File: src/hw/rtl/smpc_pkg.sv
// Package with the word types, command and motor codes and register map of the PWM controller.
package smpc_pkg;

  localparam int unsigned AddrWidth = 4;

  localparam logic [3:0] CMD_TICK       = 4'd0;
  localparam logic [3:0] CMD_SET_FRONT  = 4'd1;
  localparam logic [3:0] CMD_SET_BACK   = 4'd2;
  localparam logic [3:0] CMD_INC_FRONT  = 4'd3;
  localparam logic [3:0] CMD_DEC_FRONT  = 4'd4;
  localparam logic [3:0] CMD_INC_BACK   = 4'd5;
  localparam logic [3:0] CMD_DEC_BACK   = 4'd6;
  localparam logic [3:0] CMD_MOTOR      = 4'd7;
  localparam logic [3:0] CMD_SET_LIMIT  = 4'd8;
  localparam logic [3:0] CMD_DUTY_LIMIT = 4'd9;
  localparam logic [3:0] CMD_ACCEL      = 4'd10;

  localparam logic [7:0] MOTOR_STOP     = 8'd0;
  localparam logic [7:0] MOTOR_FORWARD  = 8'd1;
  localparam logic [7:0] MOTOR_BACKWARD = 8'd2;
  localparam logic [7:0] MOTOR_LEFT     = 8'd3;
  localparam logic [7:0] MOTOR_RIGHT    = 8'd4;

  localparam logic [7:0] PAT_STOP     = 8'h00;
  localparam logic [7:0] PAT_FORWARD  = 8'h55;
  localparam logic [7:0] PAT_BACKWARD = 8'hAA;
  localparam logic [7:0] PAT_LEFT     = 8'h66;
  localparam logic [7:0] PAT_RIGHT    = 8'h99;

  localparam logic [7:0] ANGLE_MAX   = 8'd25;
  localparam logic [7:0] ANGLE_TOP   = 8'd255;
  localparam logic [7:0] ANGLE_RESET = 8'd11;
  localparam logic [7:0] DUTY_MAX    = 8'd255;
  localparam logic [7:0] LIMIT_RESET = 8'd120;

  localparam logic [7:0]  PERIOD_RESET  = 8'd200;
  localparam logic [15:0] TIMEOUT_RESET = 16'd1500;

  localparam logic [1:0] REG_LIMIT_FOLLOW = 2'd0;
  localparam logic [1:0] REG_PERIOD       = 2'd1;
  localparam logic [1:0] REG_TIMEOUT      = 2'd2;

  typedef struct packed {
    logic [3:0] command;
    logic [7:0] value;
  } in_t;

  typedef struct packed {
    logic       servo_front;
    logic       servo_back;
    logic [7:0] motor_port;
    logic       timeout_pulse;
    logic [7:0] speed_now;
    logic [7:0] limit_now;
    logic [7:0] direction_now;
    logic       reversed;
    logic [7:0] angle_front_now;
    logic [7:0] angle_back_now;
  } out_t;

  typedef struct packed {
    logic        limit_follow;
    logic [7:0]  period_ticks;
    logic [15:0] timeout_periods;
  } cfg_t;

endpackage

File: src/hw/rtl/smpc_cfg.sv
// APB-style configuration register block of the PWM controller.
module smpc_cfg (
  input  logic                           clk,
  input  logic                           rst_n,
  input  logic                           psel,
  input  logic                           penable,
  input  logic                           pwrite,
  input  logic [smpc_pkg::AddrWidth-1:0] paddr,
  input  logic [31:0]                    pwdata,
  output logic [31:0]                    prdata,
  output logic                           pready,
  output smpc_pkg::cfg_t                 cfg
);
  import smpc_pkg::*;

  cfg_t       cfg_r;
  cfg_t       cfg_nxt;
  logic [1:0] reg_idx;
  logic       wr_en;

  assign reg_idx = paddr[AddrWidth-1:2];
  assign wr_en   = psel && penable && pwrite;
  assign pready  = 1'b1;
  assign cfg     = cfg_r;

  always_comb begin
    cfg_nxt = cfg_r;
    if (wr_en) begin
      case (reg_idx)
        REG_LIMIT_FOLLOW: cfg_nxt.limit_follow    = pwdata[0];
        REG_PERIOD:       cfg_nxt.period_ticks    = pwdata[7:0];
        REG_TIMEOUT:      cfg_nxt.timeout_periods = pwdata[15:0];
        default:          cfg_nxt = cfg_r;
      endcase
    end
  end

  always_comb begin
    case (reg_idx)
      REG_LIMIT_FOLLOW: prdata = {31'd0, cfg_r.limit_follow};
      REG_PERIOD:       prdata = {24'd0, cfg_r.period_ticks};
      REG_TIMEOUT:      prdata = {16'd0, cfg_r.timeout_periods};
      default:          prdata = 32'd0;
    endcase
  end

  always_ff @(posedge clk) begin
    if (!rst_n) begin
      cfg_r.limit_follow    <= 1'b0;
      cfg_r.period_ticks    <= PERIOD_RESET;
      cfg_r.timeout_periods <= TIMEOUT_RESET;
    end else begin
      cfg_r <= cfg_nxt;
    end
  end

endmodule

File: src/hw/rtl/servo_motor_pwm_controller_unit.sv
// Top level of the two-servo and motor PWM controller with its command pipeline.
//
//   channel  ports                 word    direction
//   in       in_valid/in_ready     in_t    command and value into the block
//   out      out_valid/out_ready   out_t   pin levels and state after each word
//   cfg      psel..pready          32 bit  limit_follow, period_ticks, timeout_periods
//
// Each word is captured in the input register and then updates the state and loads
// the result register together, so a word is taken every cycle while the result is
// not stalled, and its result is held in the result register. Reset is synchronous
// and clears the valid flags and the controller state to their power-on values.
// A stalled result holds the pipeline; the input register still fills if empty.
module servo_motor_pwm_controller_unit (
  input  logic                           clk,
  input  logic                           rst_n,
  input  logic                           in_valid,
  output logic                           in_ready,
  input  smpc_pkg::in_t                  in_data,
  output logic                           out_valid,
  input  logic                           out_ready,
  output smpc_pkg::out_t                 out_data,
  input  logic                           psel,
  input  logic                           penable,
  input  logic                           pwrite,
  input  logic [smpc_pkg::AddrWidth-1:0] paddr,
  input  logic [31:0]                    pwdata,
  output logic [31:0]                    prdata,
  output logic                           pready
);
  import smpc_pkg::*;

  cfg_t cfg;

  smpc_cfg u_cfg (
    .clk     (clk),
    .rst_n   (rst_n),
    .psel    (psel),
    .penable (penable),
    .pwrite  (pwrite),
    .paddr   (paddr),
    .pwdata  (pwdata),
    .prdata  (prdata),
    .pready  (pready),
    .cfg     (cfg)
  );

  logic        s1_valid_r;
  in_t         s1_data_r;
  logic        out_valid_r;
  out_t        out_data_r;
  out_t        out_data_nxt;
  logic        advance;

  logic [7:0]  tick_r, tick_nxt;
  logic [15:0] period_r, period_nxt;
  logic [7:0]  angle_front_r, angle_front_nxt;
  logic [7:0]  angle_back_r, angle_back_nxt;
  logic [7:0]  duty_r, duty_nxt;
  logic [7:0]  limit_r, limit_nxt;
  logic [7:0]  pattern_r, pattern_nxt;
  logic        backwards_r, backwards_nxt;
  logic [1:0]  pins_r, pins_nxt;
  logic [7:0]  port_r, port_nxt;
  logic        pulse;
  logic [7:0]  tick_inc;
  logic [15:0] period_inc;

  assign advance   = s1_valid_r && (!out_valid_r || out_ready);
  assign in_ready  = !s1_valid_r || advance;
  assign out_valid = out_valid_r;
  assign out_data  = out_data_r;

  assign tick_inc   = tick_r + 8'd1;
  assign period_inc = period_r + 16'd1;

  always_comb begin
    tick_nxt        = tick_r;
    period_nxt      = period_r;
    angle_front_nxt = angle_front_r;
    angle_back_nxt  = angle_back_r;
    duty_nxt        = duty_r;
    limit_nxt       = limit_r;
    pattern_nxt     = pattern_r;
    backwards_nxt   = backwards_r;
    pins_nxt        = pins_r;
    port_nxt        = port_r;
    pulse           = 1'b0;
    case (s1_data_r.command)
      CMD_TICK: begin
        pins_nxt = {tick_inc < angle_back_r, tick_inc < angle_front_r};
        port_nxt = (tick_inc < duty_r) ? pattern_r : PAT_STOP;
        tick_nxt = tick_inc;
        if (tick_inc >= cfg.period_ticks) begin
          tick_nxt   = 8'd0;
          period_nxt = period_inc;
          if (period_inc >= cfg.timeout_periods) begin
            pulse      = 1'b1;
            period_nxt = 16'd0;
          end
        end
      end
      CMD_SET_FRONT: angle_front_nxt = s1_data_r.value;
      CMD_SET_BACK:  angle_back_nxt  = s1_data_r.value;
      CMD_INC_FRONT: begin
        if (angle_front_r != ANGLE_MAX && angle_front_r != ANGLE_TOP) begin
          angle_front_nxt = angle_front_r + 8'd1;
        end
      end
      CMD_DEC_FRONT: begin
        if (angle_front_r != 8'd0) begin
          angle_front_nxt = angle_front_r - 8'd1;
        end
      end
      CMD_INC_BACK: begin
        if (angle_back_r != ANGLE_MAX && angle_back_r != ANGLE_TOP) begin
          angle_back_nxt = angle_back_r + 8'd1;
        end
      end
      CMD_DEC_BACK: begin
        if (angle_back_r != 8'd0) begin
          angle_back_nxt = angle_back_r - 8'd1;
        end
      end
      CMD_MOTOR: begin
        case (s1_data_r.value)
          MOTOR_STOP: begin
            pattern_nxt = PAT_STOP;
            duty_nxt    = 8'd0;
          end
          MOTOR_FORWARD: begin
            pattern_nxt   = PAT_FORWARD;
            backwards_nxt = 1'b0;
          end
          MOTOR_BACKWARD: begin
            pattern_nxt   = PAT_BACKWARD;
            backwards_nxt = 1'b1;
          end
          MOTOR_LEFT: begin
            pattern_nxt = PAT_LEFT;
            duty_nxt    = limit_r;
          end
          MOTOR_RIGHT: begin
            pattern_nxt = PAT_RIGHT;
            duty_nxt    = limit_r;
          end
          default: pattern_nxt = pattern_r;
        endcase
      end
      CMD_SET_LIMIT: begin
        limit_nxt = s1_data_r.value;
        if (cfg.limit_follow) begin
          duty_nxt = s1_data_r.value;
        end
      end
      CMD_DUTY_LIMIT: duty_nxt = limit_r;
      CMD_ACCEL: begin
        if (pattern_r != PAT_STOP) begin
          if (duty_r <= limit_r) begin
            if (duty_r != DUTY_MAX) begin
              duty_nxt = duty_r + 8'd1;
            end
          end else begin
            duty_nxt = duty_r - 8'd1;
          end
        end
      end
      default: tick_nxt = tick_r;
    endcase
  end

  always_comb begin
    out_data_nxt.servo_front     = pins_nxt[0];
    out_data_nxt.servo_back      = pins_nxt[1];
    out_data_nxt.motor_port      = port_nxt;
    out_data_nxt.timeout_pulse   = pulse;
    out_data_nxt.speed_now       = duty_nxt;
    out_data_nxt.limit_now       = limit_nxt;
    out_data_nxt.direction_now   = pattern_nxt;
    out_data_nxt.reversed        = backwards_nxt;
    out_data_nxt.angle_front_now = angle_front_nxt;
    out_data_nxt.angle_back_now  = angle_back_nxt;
  end

  always_ff @(posedge clk) begin
    if (!rst_n) begin
      s1_valid_r  <= 1'b0;
      out_valid_r <= 1'b0;
    end else begin
      if (in_ready) begin
        s1_valid_r <= in_valid;
      end
      if (advance) begin
        out_valid_r <= 1'b1;
      end else if (out_ready) begin
        out_valid_r <= 1'b0;
      end
    end
  end

  always_ff @(posedge clk) begin
    if (in_ready && in_valid) begin
      s1_data_r <= in_data;
    end
    if (advance) begin
      out_data_r <= out_data_nxt;
    end
  end

  always_ff @(posedge clk) begin
    if (!rst_n) begin
      tick_r        <= 8'd0;
      period_r      <= 16'd0;
      angle_front_r <= ANGLE_RESET;
      angle_back_r  <= ANGLE_RESET;
      duty_r        <= 8'd0;
      limit_r       <= LIMIT_RESET;
      pattern_r     <= PAT_STOP;
      backwards_r   <= 1'b0;
      pins_r        <= 2'b00;
      port_r        <= 8'd0;
    end else if (advance) begin
      tick_r        <= tick_nxt;
      period_r      <= period_nxt;
      angle_front_r <= angle_front_nxt;
      angle_back_r  <= angle_back_nxt;
      duty_r        <= duty_nxt;
      limit_r       <= limit_nxt;
      pattern_r     <= pattern_nxt;
      backwards_r   <= backwards_nxt;
      pins_r        <= pins_nxt;
      port_r        <= port_nxt;
    end
  end

endmodule

File: config.mk
export PLATFORM = sky130hd
export DESIGN_NAME = servo_motor_pwm_controller_unit
export DESIGN_NICKNAME = d
export VERILOG_FILES = /design/src/hw/rtl/smpc_pkg.sv /design/src/hw/rtl/smpc_cfg.sv /design/src/hw/rtl/servo_motor_pwm_controller_unit.sv
export SDC_FILE = /design/constraint.sdc
export NUM_CORES = 1
export LEC_CHECK = 0
export BUFFER_PORTS_ARGS = -buffer_cell sky130_fd_sc_hd__buf_2
export CAP_MARGIN = 15
export CORE_MARGIN = 4
export CORE_UTILIZATION = 50
export CTS_BUF_LIST = sky130_fd_sc_hd__clkbuf_2
export DETAILED_ROUTE_END_ITERATION = 10
export GPL_TIMING_DRIVEN = 0
export PLACE_DENSITY = 0.71
export SYNTH_ARGS = -nofsm -noshare
export SYNTH_HDL_FRONTEND = slang
export SYNTH_HIERARCHICAL = 1
export SYNTH_SLANG_ARGS = --single-unit
File: constraint.sdc
create_clock -name clk -period 3.7 [get_ports clk]
set_input_delay 0.185 -clock clk [delete_from_list [all_inputs] [get_ports clk]]
set_output_delay 0.185 -clock clk [all_outputs]
set_load 0.01 [all_outputs]
After elaboration in Yosys (flattened, before gate mapping)
Index checks and enable logic that the tools add are counted.
W data, S select, Z words.
{"block": "totals", "regBits": 166, "latch_bits": 0, "ramBits": 0, "romBits": 0, "inputBits": 55, "out_inout_bits": 87, "elab_cells": 112, "mem_count": 0}
{"block": "classes", "n_addsub": 8, "multipliers": 0, "div": 0, "order_cmp": 6, "n_eq_ne": 21, "shift": 0, "mux": 26, "n_bitwise": 0, "n_reduce_logical": 24}
{"operator": "$mux W8", "count": 13}
{"operator": "$pmux W16 S3", "count": 1}
{"operator": "$pmux W8 S3", "count": 2}
{"operator": "$pmux W8 S5", "count": 1}
{"operator": "$add A8 B1 Y8 const B", "count": 4}
{"operator": "$pmux W8 S4", "count": 1}
{"operator": "$lt A8 B8 Y1", "count": 3}
{"operator": "$ne A8 B8 Y1 const B", "count": 3}
{"operator": "$reduce_bool A8 Y1", "count": 3}
{"operator": "$sub A8 B1 Y8 const B", "count": 3}
{"operator": "$add A16 B1 Y16 const B", "count": 1}
{"operator": "$eq A4 B3 Y1 const B", "count": 4}
{"operator": "$eq A8 B2 Y1 const B", "count": 2}
{"operator": "$ge A16 B16 Y1", "count": 1}
{"operator": "$mux W16", "count": 1}
{"operator": "$ne A8 B5 Y1 const B", "count": 2}
{"operator": "$pmux W8 S2", "count": 1}
{"operator": "$eq A4 B4 Y1 const B", "count": 3}
{"operator": "$reduce_and A2 Y1", "count": 5}
{"operator": "$eq A4 B2 Y1 const B", "count": 2}
{"operator": "$eq A8 B1 Y1 const B", "count": 1}
{"operator": "$eq A8 B3 Y1 const B", "count": 1}
{"operator": "$ge A8 B8 Y1", "count": 1}
{"operator": "$le A8 B8 Y1", "count": 1}
{"operator": "other kinds (15)", "count": 25}

Logic depth before layout (Yosys ltp)
Gate-level depths: netlist of run 1.
{"block": "logic_depth", "ltp_word": 5, "mapped_depth": 15, "mapped_depth_nobuf": 14}

Hierarchy
The synthesis of run 1 kept the hierarchy.
{"mod": "servo_motor_pwm_controller_unit", "n_inst": 1, "cells_per_inst": 1082, "area_per_inst_um2": 9067.4, "seq_area_each_um2": 3463.3}
{"mod": "smpc_cfg", "n_inst": 1, "cells_per_inst": 150, "area_per_inst_um2": 1305.0, "seq_area_each_um2": 500.5}

Least setup slack after synthesis of run 1
OpenSTA, ideal clock, no wires.
{"block": "synth_path", "kind": "reg-to-reg", "start": "reg period_r[4]", "end": "reg out_data_r (netlist bit out_data[41]) (data pin)", "setup_time_ns": 0.266, "arrival_time_ns": 2.986, "required_ns": 3.434, "path_slack_ns": 0.448, "path_stages_with_launch": 15, "n_path_buf": 2, "period_less_slack_ns": 3.252, "cell_sequence": "dfxtp_1 and3_1 nand3_1 or3_1 clkbuf_1 nor2_1 xnor2_1 ha_1 a21o_1 a21oi_1 o22ai_1 o31a_1 a21oi_1 clkbuf_1 nor2_1"}
{"block": "synth_via", "elab_chain_cells": 3}
{"item": "from (decl)", "line_no": "servo_motor_pwm_controller_unit.sv:55", "rtl": "logic [15:0] period_r, period_nxt;"}
{"item": "from (signal assigned)", "line_no": "servo_motor_pwm_controller_unit.sv:223", "rtl": "period_r <= period_nxt;"}
{"item": "$add A16 B1 Y16", "line_no": "servo_motor_pwm_controller_unit.sv:74", "rtl": "assign period_inc = period_r + 16'd1;"}
{"item": "$ge A16 B16 Y1", "line_no": "servo_motor_pwm_controller_unit.sv:96", "rtl": "if (period_inc >= cfg.timeout_periods) begin"}
{"item": "$mux W1", "line_no": "servo_motor_pwm_controller_unit.sv:96"}
{"item": "to (signal assigned)", "line_no": "servo_motor_pwm_controller_unit.sv:205", "rtl": "out_data_r <= out_data_nxt;"}
{"item": "to (decl)", "line_no": "servo_motor_pwm_controller_unit.sv:50", "rtl": "out_t out_data_r;"}
No other way between the ends.
A chain may end at the register's enable or synchronous reset.

Worst setup path in the final report of run 1
{"block": "layout_path", "start": "reg period_r[4]", "end": "reg period_r[15]"}
{"block": "layout_via", "elab_chain_cells": 3}
{"item": "$add A16 B1 Y16 *", "line_no": "servo_motor_pwm_controller_unit.sv:74"}
{"item": "$ge A16 B16 Y1", "line_no": "servo_motor_pwm_controller_unit.sv:96"}
{"item": "$mux W16 *", "line_no": "servo_motor_pwm_controller_unit.sv:96"}
Mark *: on every way between the ends. The rest lies on a longest branch, timed or not.

==> results of run 1 <==
==> worst min-delay path by stage <==
stage / slack, ps / to / start / cells after the start
6_report: 100 / s1_data_r[11] / in_data[11] / 2
2_1_floorplan: 280 / s1_data_r[0] / in_data[0] / 0
3_3_place_gp: 360 / s1_data_r[8] / in_data[8] / 1
3_5_place_dp: 360 / s1_data_r[4] / in_data[4] / 1
5_1_grt: 30 / s1_data_r[2] / in_data[2] / 2
4_1_cts: 60 / s1_data_r[4] / in_data[4] / 2
==> kinds of logic after synthesis <==
family | after synthesis | synth area share
AO/OA/AOI/OAI | 354 | 0.221
XOR/XNOR | 27 | 0.0228
adder cells (fa/ha/maj) | 65 | 0.0784
buffers and inverters | 158 | 0.0663
flip-flops | 166 | 0.382
multiplexers | 29 | 0.0290
other | 2 | 0.000724
AND/OR/NAND/NOR | 431 | 0.200
==> per-stage QoR <==
step	utilization	setup TNS [ps]	instances
floorplan	-	0	1247
CTS	0.597	0	1706
finish	0.599	0	1709
global route	0.599	-320	1709
global placement	0.557	-26780	1623
detailed placement	0.557	-7060	1623
==> layer usage <==
layer  vias up  global-route usage  share of wire
li1       4811                   -              -
met1      4686               0.354           0.44
met2       382               0.427           0.47
met3        66              0.0421          0.060
met4         0              0.0869          0.030
met5         -                   0              0
==> worst max-delay path, stage by stage, from the launching register on <==
cell and delay, ps:
dfxtp_2 460, and3_1 170, nand3_1 140, or3_1 370, clkbuf_1 170, nor3_1 250
xor2_1 270, ha_1 250, nor2_1 50, a21oi_1 200, nor3b_1 440, a21oi_2 100
buf_4 180, clkbuf_4 190, nand3_1 100, a21oi_1 70
==> area by class of cell <==
| cell class | count | area (sq um) | share of cell area |
|---|---|---|---|
| flip-flops and latches | 166 | 3970 | 0.327 |
| multi-input cells | 923 | 5840 | 0.480 |
| plain buffers | 87 | 430 | 0.0354 |
| clock inverters | 15 | 173 | 0.0142 |
| clock buffers | 17 | 85.1 | 0.00700 |
| diodes | 1 | 2.50 | 0.000206 |
| repair buffers | 159 | 1060 | 0.0869 |
| inverters | 71 | 267 | 0.0219 |
| well taps | 270 | 338 | 0.0278 |
==> where the power goes <==
part / internal [mW] / switching (mW) / leakage, nW
logic: 0.205 / 0.333 / 3.44
clock network: 0.236 / 0.801 / 0.151
registers: 1.96 / 0.0406 / 1.42
total: 2.40 / 1.17 / 5.02
==> what timing repair did <==
item / CTS / global route
hold buffers: 51 / 0
resized for setup: 9 / 12
cloned: 0 / 0
buffers inserted: 0 / 1
endpoints found under the hold margin: 51 / 0
endpoints found under the setup margin: 26 / 38
pin swaps: 0 / 1
==> registers in the layout, summed over array words and instances (netlist names), 2 cells and up <==
| register | cells |
|---|---|
| duty_r | 8 |
| u_cfg/cfg | 25 |
| period_r | 16 |
| angle_front_r | 8 |
| tick_r | 8 |
| s1_data_r | 12 |
| angle_back_r | 8 |
| port_r | 8 |
| pattern_r | 8 |
| pins_r | 2 |
| out_data | 52 |
| limit_r | 8 |
==> cell usage in the layout, fill, tap and decap left out, drive strengths merged, types with 17 or more instances in the layout <==
cell type,n
dfxtp,102
inv,79
nand2b,18
a22o,17
edfxtp,64
dlygate4sd3,51
o211ai,20
clkbuf,77
conb,17
a21oi,97
nor2,69
nand2,168
buf,135
ha,65
nor3,29
mux2i,21
nand3,47
o21ai,83
==> results.yml, run 1 <==
power:
  leakage_nw: 5.02
  power_density_nw_per_um2: 294
  vdd_drop_max_v: 0.000166
  p_total_mw: 3.58
logic_synthesis:
  synth_cells: 1232
  synth_seq_cells: 166
  synth_area_sq_um: 10400
  synth.most_common_cell: "nand2_1"
  synth-edff-count: 64
  ys_top_cells_by_area: "dfxtp_1 20%, edfxtp_1 19%, ha_1 7.8%, nand2_1 6.1%, a21oi_1 4.7%"
  synth.avg_cell_area_sq_um: 8.42
  yosysSeqAreaShare: 0.382
  ys_types: 75
  synth_top_cell_area_share: 0.197
  async_flop_share: 0
  yosys_most_used_dff: "dfxtp_1"
  yosys.area.top_type: "dfxtp_1"
  yosys_warnings: 6
  synthTopCellsByCount: "168 x nand2_1, 102 x dfxtp_1, 97 x a21oi_1"
die:
  start_util: 0.511
  fp-row-count: 52
  core-area_sq_um: 20300
  die_w_microns: 152
  ios: 142
  chipHeight_microns: 152
  dieArea_sq_um: 23100
timing:
  whs_ps: 104
  setup_violations: 0
  setup_ws_ps: 174
  skew_ps: 73.5
  fin_crit_sh: 0.953
  slew_headroom: 0.329
  fmax_mhz: 284
  final_hold_viol_count: 0
  min_period_ps: 3530
  drv_slew: 0
  max_slew.worst_pin.slew_ps: 998
critical_path:
  crit_type: "reg2reg"
  reg2reg_from: "period_r[4]"
  crit_path_end: "period_r[15]"
  worstPathArrival_ps: 4210
  r2r-end: "period_r[15]"
  cp-end-kind: "register"
  crit_required_ps: 4390
  reg2reg_slack_ps: 170
  start_kind: "register"
  crit_path_start: "period_r[4]"
  crit_fanout: 10
  worstRegToRegCells: 15
finish:
  drive_above_1_share: 0.146
  num-nets-final: 1545
  nFillCells: 1869
  final_cell_area_sq_um: 12200
  areaGrowthSynthToFinish_pct: 17.2
place:
  pre_cts_slack_ps: -542
  place.gp.congestion: 0.978
  hpwl_microns: 22400
  io_buffers: 106
  place_area_sq_um: 11300
drt:
  vias_per_cell: 5.82
  firstDrtPassIters: 5
  num_vias: 9945
  wire_per_inst_microns: 18.3
  drt_iter0_drc: 877
  ant_nets: 0
  drc: 0
  drt_wl_total_microns: 31300
job:
  drv_cap: 0
clock_network:
  cts_sinks: 166
  clock_latency_ps: 800
  htreeDepth: 4
  clk_pin_slew_worst_paths_ps: 300
  clockBufferDepth: 2
  cts_buffers: 17
  tritoncts: "done"
  cts_root_buf: "clkbuf_2"
hold_path:
  min-delay-path-class: "in2reg"
global_route:
  grt_pass1_vias: 9286
  grt_pass1_wl_microns: 49300
  grtUsageTotal: 0.261
  grt_antenna_before_repair: 1
  grt_start_max_net_pins: 62
  grt_overflow_total: 0
run_status:
  status: "completed"
Note: power is estimated with default switching activity, not from simulation.
==> inputs of run 2 (changes only) <==
PLACE_DENSITY = 0.74   (was 0.71)
SETUP_SLACK_MARGIN = 0.05   (was default)
clock period = 2.9 ns   (was 3.7 ns; I/O delays follow)
==> run 2 against run 1 <==
Effect of this change:
- the run now ends with negative setup slack left
- sequential power rose by 28%
- design area grew 8.6%
- routed wire length increased by 6.1%
- clock-buffer cell count unchanged
- critical endpoint is now period_r[0]
- largest power group unchanged
- core utilization is 5.1 points higher
- non-clock buffer count grew 50
- critical path type unchanged
- clock power rose by 31%
==> results.yml, run 2 (synthesis gave the netlist of run 1 again) <==
timing:
  rsz0062_at_grt: "yes"
  skew_ps: 48.9
  min_period_ps: 3190
  slew_headroom: 0.364
  drv_slew: 0
  fmax_mhz: 313
  setup_violations: 32
  final_hold_viol_count: 0
  setup_ws_ps: -293
  max_slew.worst_pin.slew_ps: 947
  setup_tns_ps: -5370
  fin_crit_sh: 1.10
clock_network:
  tritoncts: "done"
  cts_root_buf: "clkbuf_2"
  clk_pin_slew_worst_paths_ps: 320
  htreeDepth: 4
  clock_latency_ps: 850
  clockBufferDepth: 2
  cts_sinks: 166
  cts_buffers: 17
power:
  p_clk_frac: 0.292
  leakage_nw: 5.37
  vdd_drop_max_v: 0.000223
  p_int_mw: 3.11
  swShare: 0.336
  switching_power_mw: 1.57
  power_density_nw_per_um2: 354
  seqPwrFrac: 0.544
  p_comb_frac: 0.164
drt:
  drc: 0
  vias_per_cell: 5.96
  drt_wl_total_microns: 33200
  drt_iter0_drc: 1066
  wire_per_inst_microns: 18.8
  num_vias: 10500
  ant_nets: 0
  firstDrtPassIters: 7
global_route:
  grt_pass1_vias: 9890
  grt_start_max_net_pins: 62
  grt_pass1_wl_microns: 51300
  grt_overflow_total: 0
  grtUsageTotal: 0.270
  grt_antenna_before_repair: 3
finish:
  drive_above_1_share: 0.226
  register_area_sq_um: 3990
  final_cell_mix: "167 x nand2_1, 111 x buf_2, 90 x dfxtp_1, 83 x a21oi_1, 70 x inv_1"
  num-nets-final: 1595
  areaGrowthSynthToFinish_pct: 27.3
  largest_reg_flops: 52
  final_util: 0.650
  nFillCells: 1739
  fin_cells: 1761
  final_common_cell: "nand2_1"
  multi_input_area_sq_um: 6360
die:
  fp-row-count: 52
  core-area_sq_um: 20300
  chipHeight_microns: 152
  ios: 142
  die_w_microns: 152
  dieArea_sq_um: 23100
  start_util: 0.511
run_status:
  violations: "negative setup slack"
  status: "complete, but fails checks"
critical_path:
  worstPathArrival_ps: 3960
  crit_fanout: 6
  crit_type: "reg2reg"
  crit_required_ps: 3660
  cp-end-kind: "register"
  start_kind: "register"
job:
  drv_cap: 0
place:
  hpwl_microns: 21900
  placedCellCount: 1623
  place.gp.congestion: 0.982
  io_buffers: 106
hold_path:
  min-delay-path-class: "in2reg"
## run 2: changes by cell type in the layout (fill, tap and decap cells not counted), sizes merged
cell	before	now
clkinvlp	1	2
inv	79	78
clkbuf	77	71
diode	1	3
dlygate4sd3	51	61
buf	135	181
## run 2: per-layer routing
metal,part of all wire,up-vias,track usage
met5,0,-,0
met4,0.036,0,0.100
met3,0.077,91,0.0506
met2,0.47,522,0.449
met1,0.42,4965,0.353
li1,-,4921,-
## run 2: path summary, 6_finish.rpt
path | cells past startpoint | startpoint | slack [ps] | end
hold / removal | 4 | pwdata[12] | 20 | u_cfg/cfg[12]
setup / recovery | 15 | period_r[0] | -290 | period_r[0]
setup reg to reg | 15 | period_r[0] | -290 | period_r[0]
hold reg to reg | 2 | period_r[13] | 480 | period_r[13]
## run 2: stage by stage
step                power, mW  hold slack [ps]  area [sq um]  setup slack (ps)
detailed placement       3.22              324         11400              -783
CTS                      4.60             2.26         12700              -238
floorplan                3.00              244         10500             -12.5
finish                   4.68             23.5         13200              -293
global placement         3.21              322         11400              -876
global route             4.85             8.03         13200              -432
## run 2: worst max-delay path, stage by stage, from the launching register on
cell and delay [ps]:
dfxtp_4 440, and3_4 200, nand3_4 80, or3_4 430, nor2_4 150, xnor2_2 140, ha_1 270, a21o_1 170
a21oi_2 120, o22ai_1 80, o31a_1 360, a21oi_4 190, buf_12 140, buf_8 110, nand3b_1 100, a21oi_2 160
## run 2: power by group through the flow
stage	Combinational, mW	Sequential [mW]	Clock, mW
finish	0.768	2.55	1.36
global route	0.830	2.55	1.47
CTS	0.699	2.55	1.36
detailed placement	0.621	2.60	0
global placement	0.614	2.60	0
floorplan	0.399	2.60	0
## run 2: area by class of cell
cell class | count | area share
Antenna cell | 3 | 0.000569
Inverter | 71 | 0.0202
Clock buffer | 17 | 0.00645
Timing Repair Buffer | 212 | 0.116
Sequential cell | 166 | 0.302
Buffer | 84 | 0.0336
Multi-Input combinational cell | 923 | 0.482
Clock inverter | 15 | 0.0134
Tap cell | 270 | 0.0256
## run 2: timing repair
action / in CTS / in global routing
endpoints found under the setup margin: 59 / 75
resized for setup: 67 / 80
pin swaps: 17 / 31
setup buffers: 19 / 25
hold endpoints to repair: 51 / 4
hold buffers: 57 / 4
gates cloned: 1 / 0
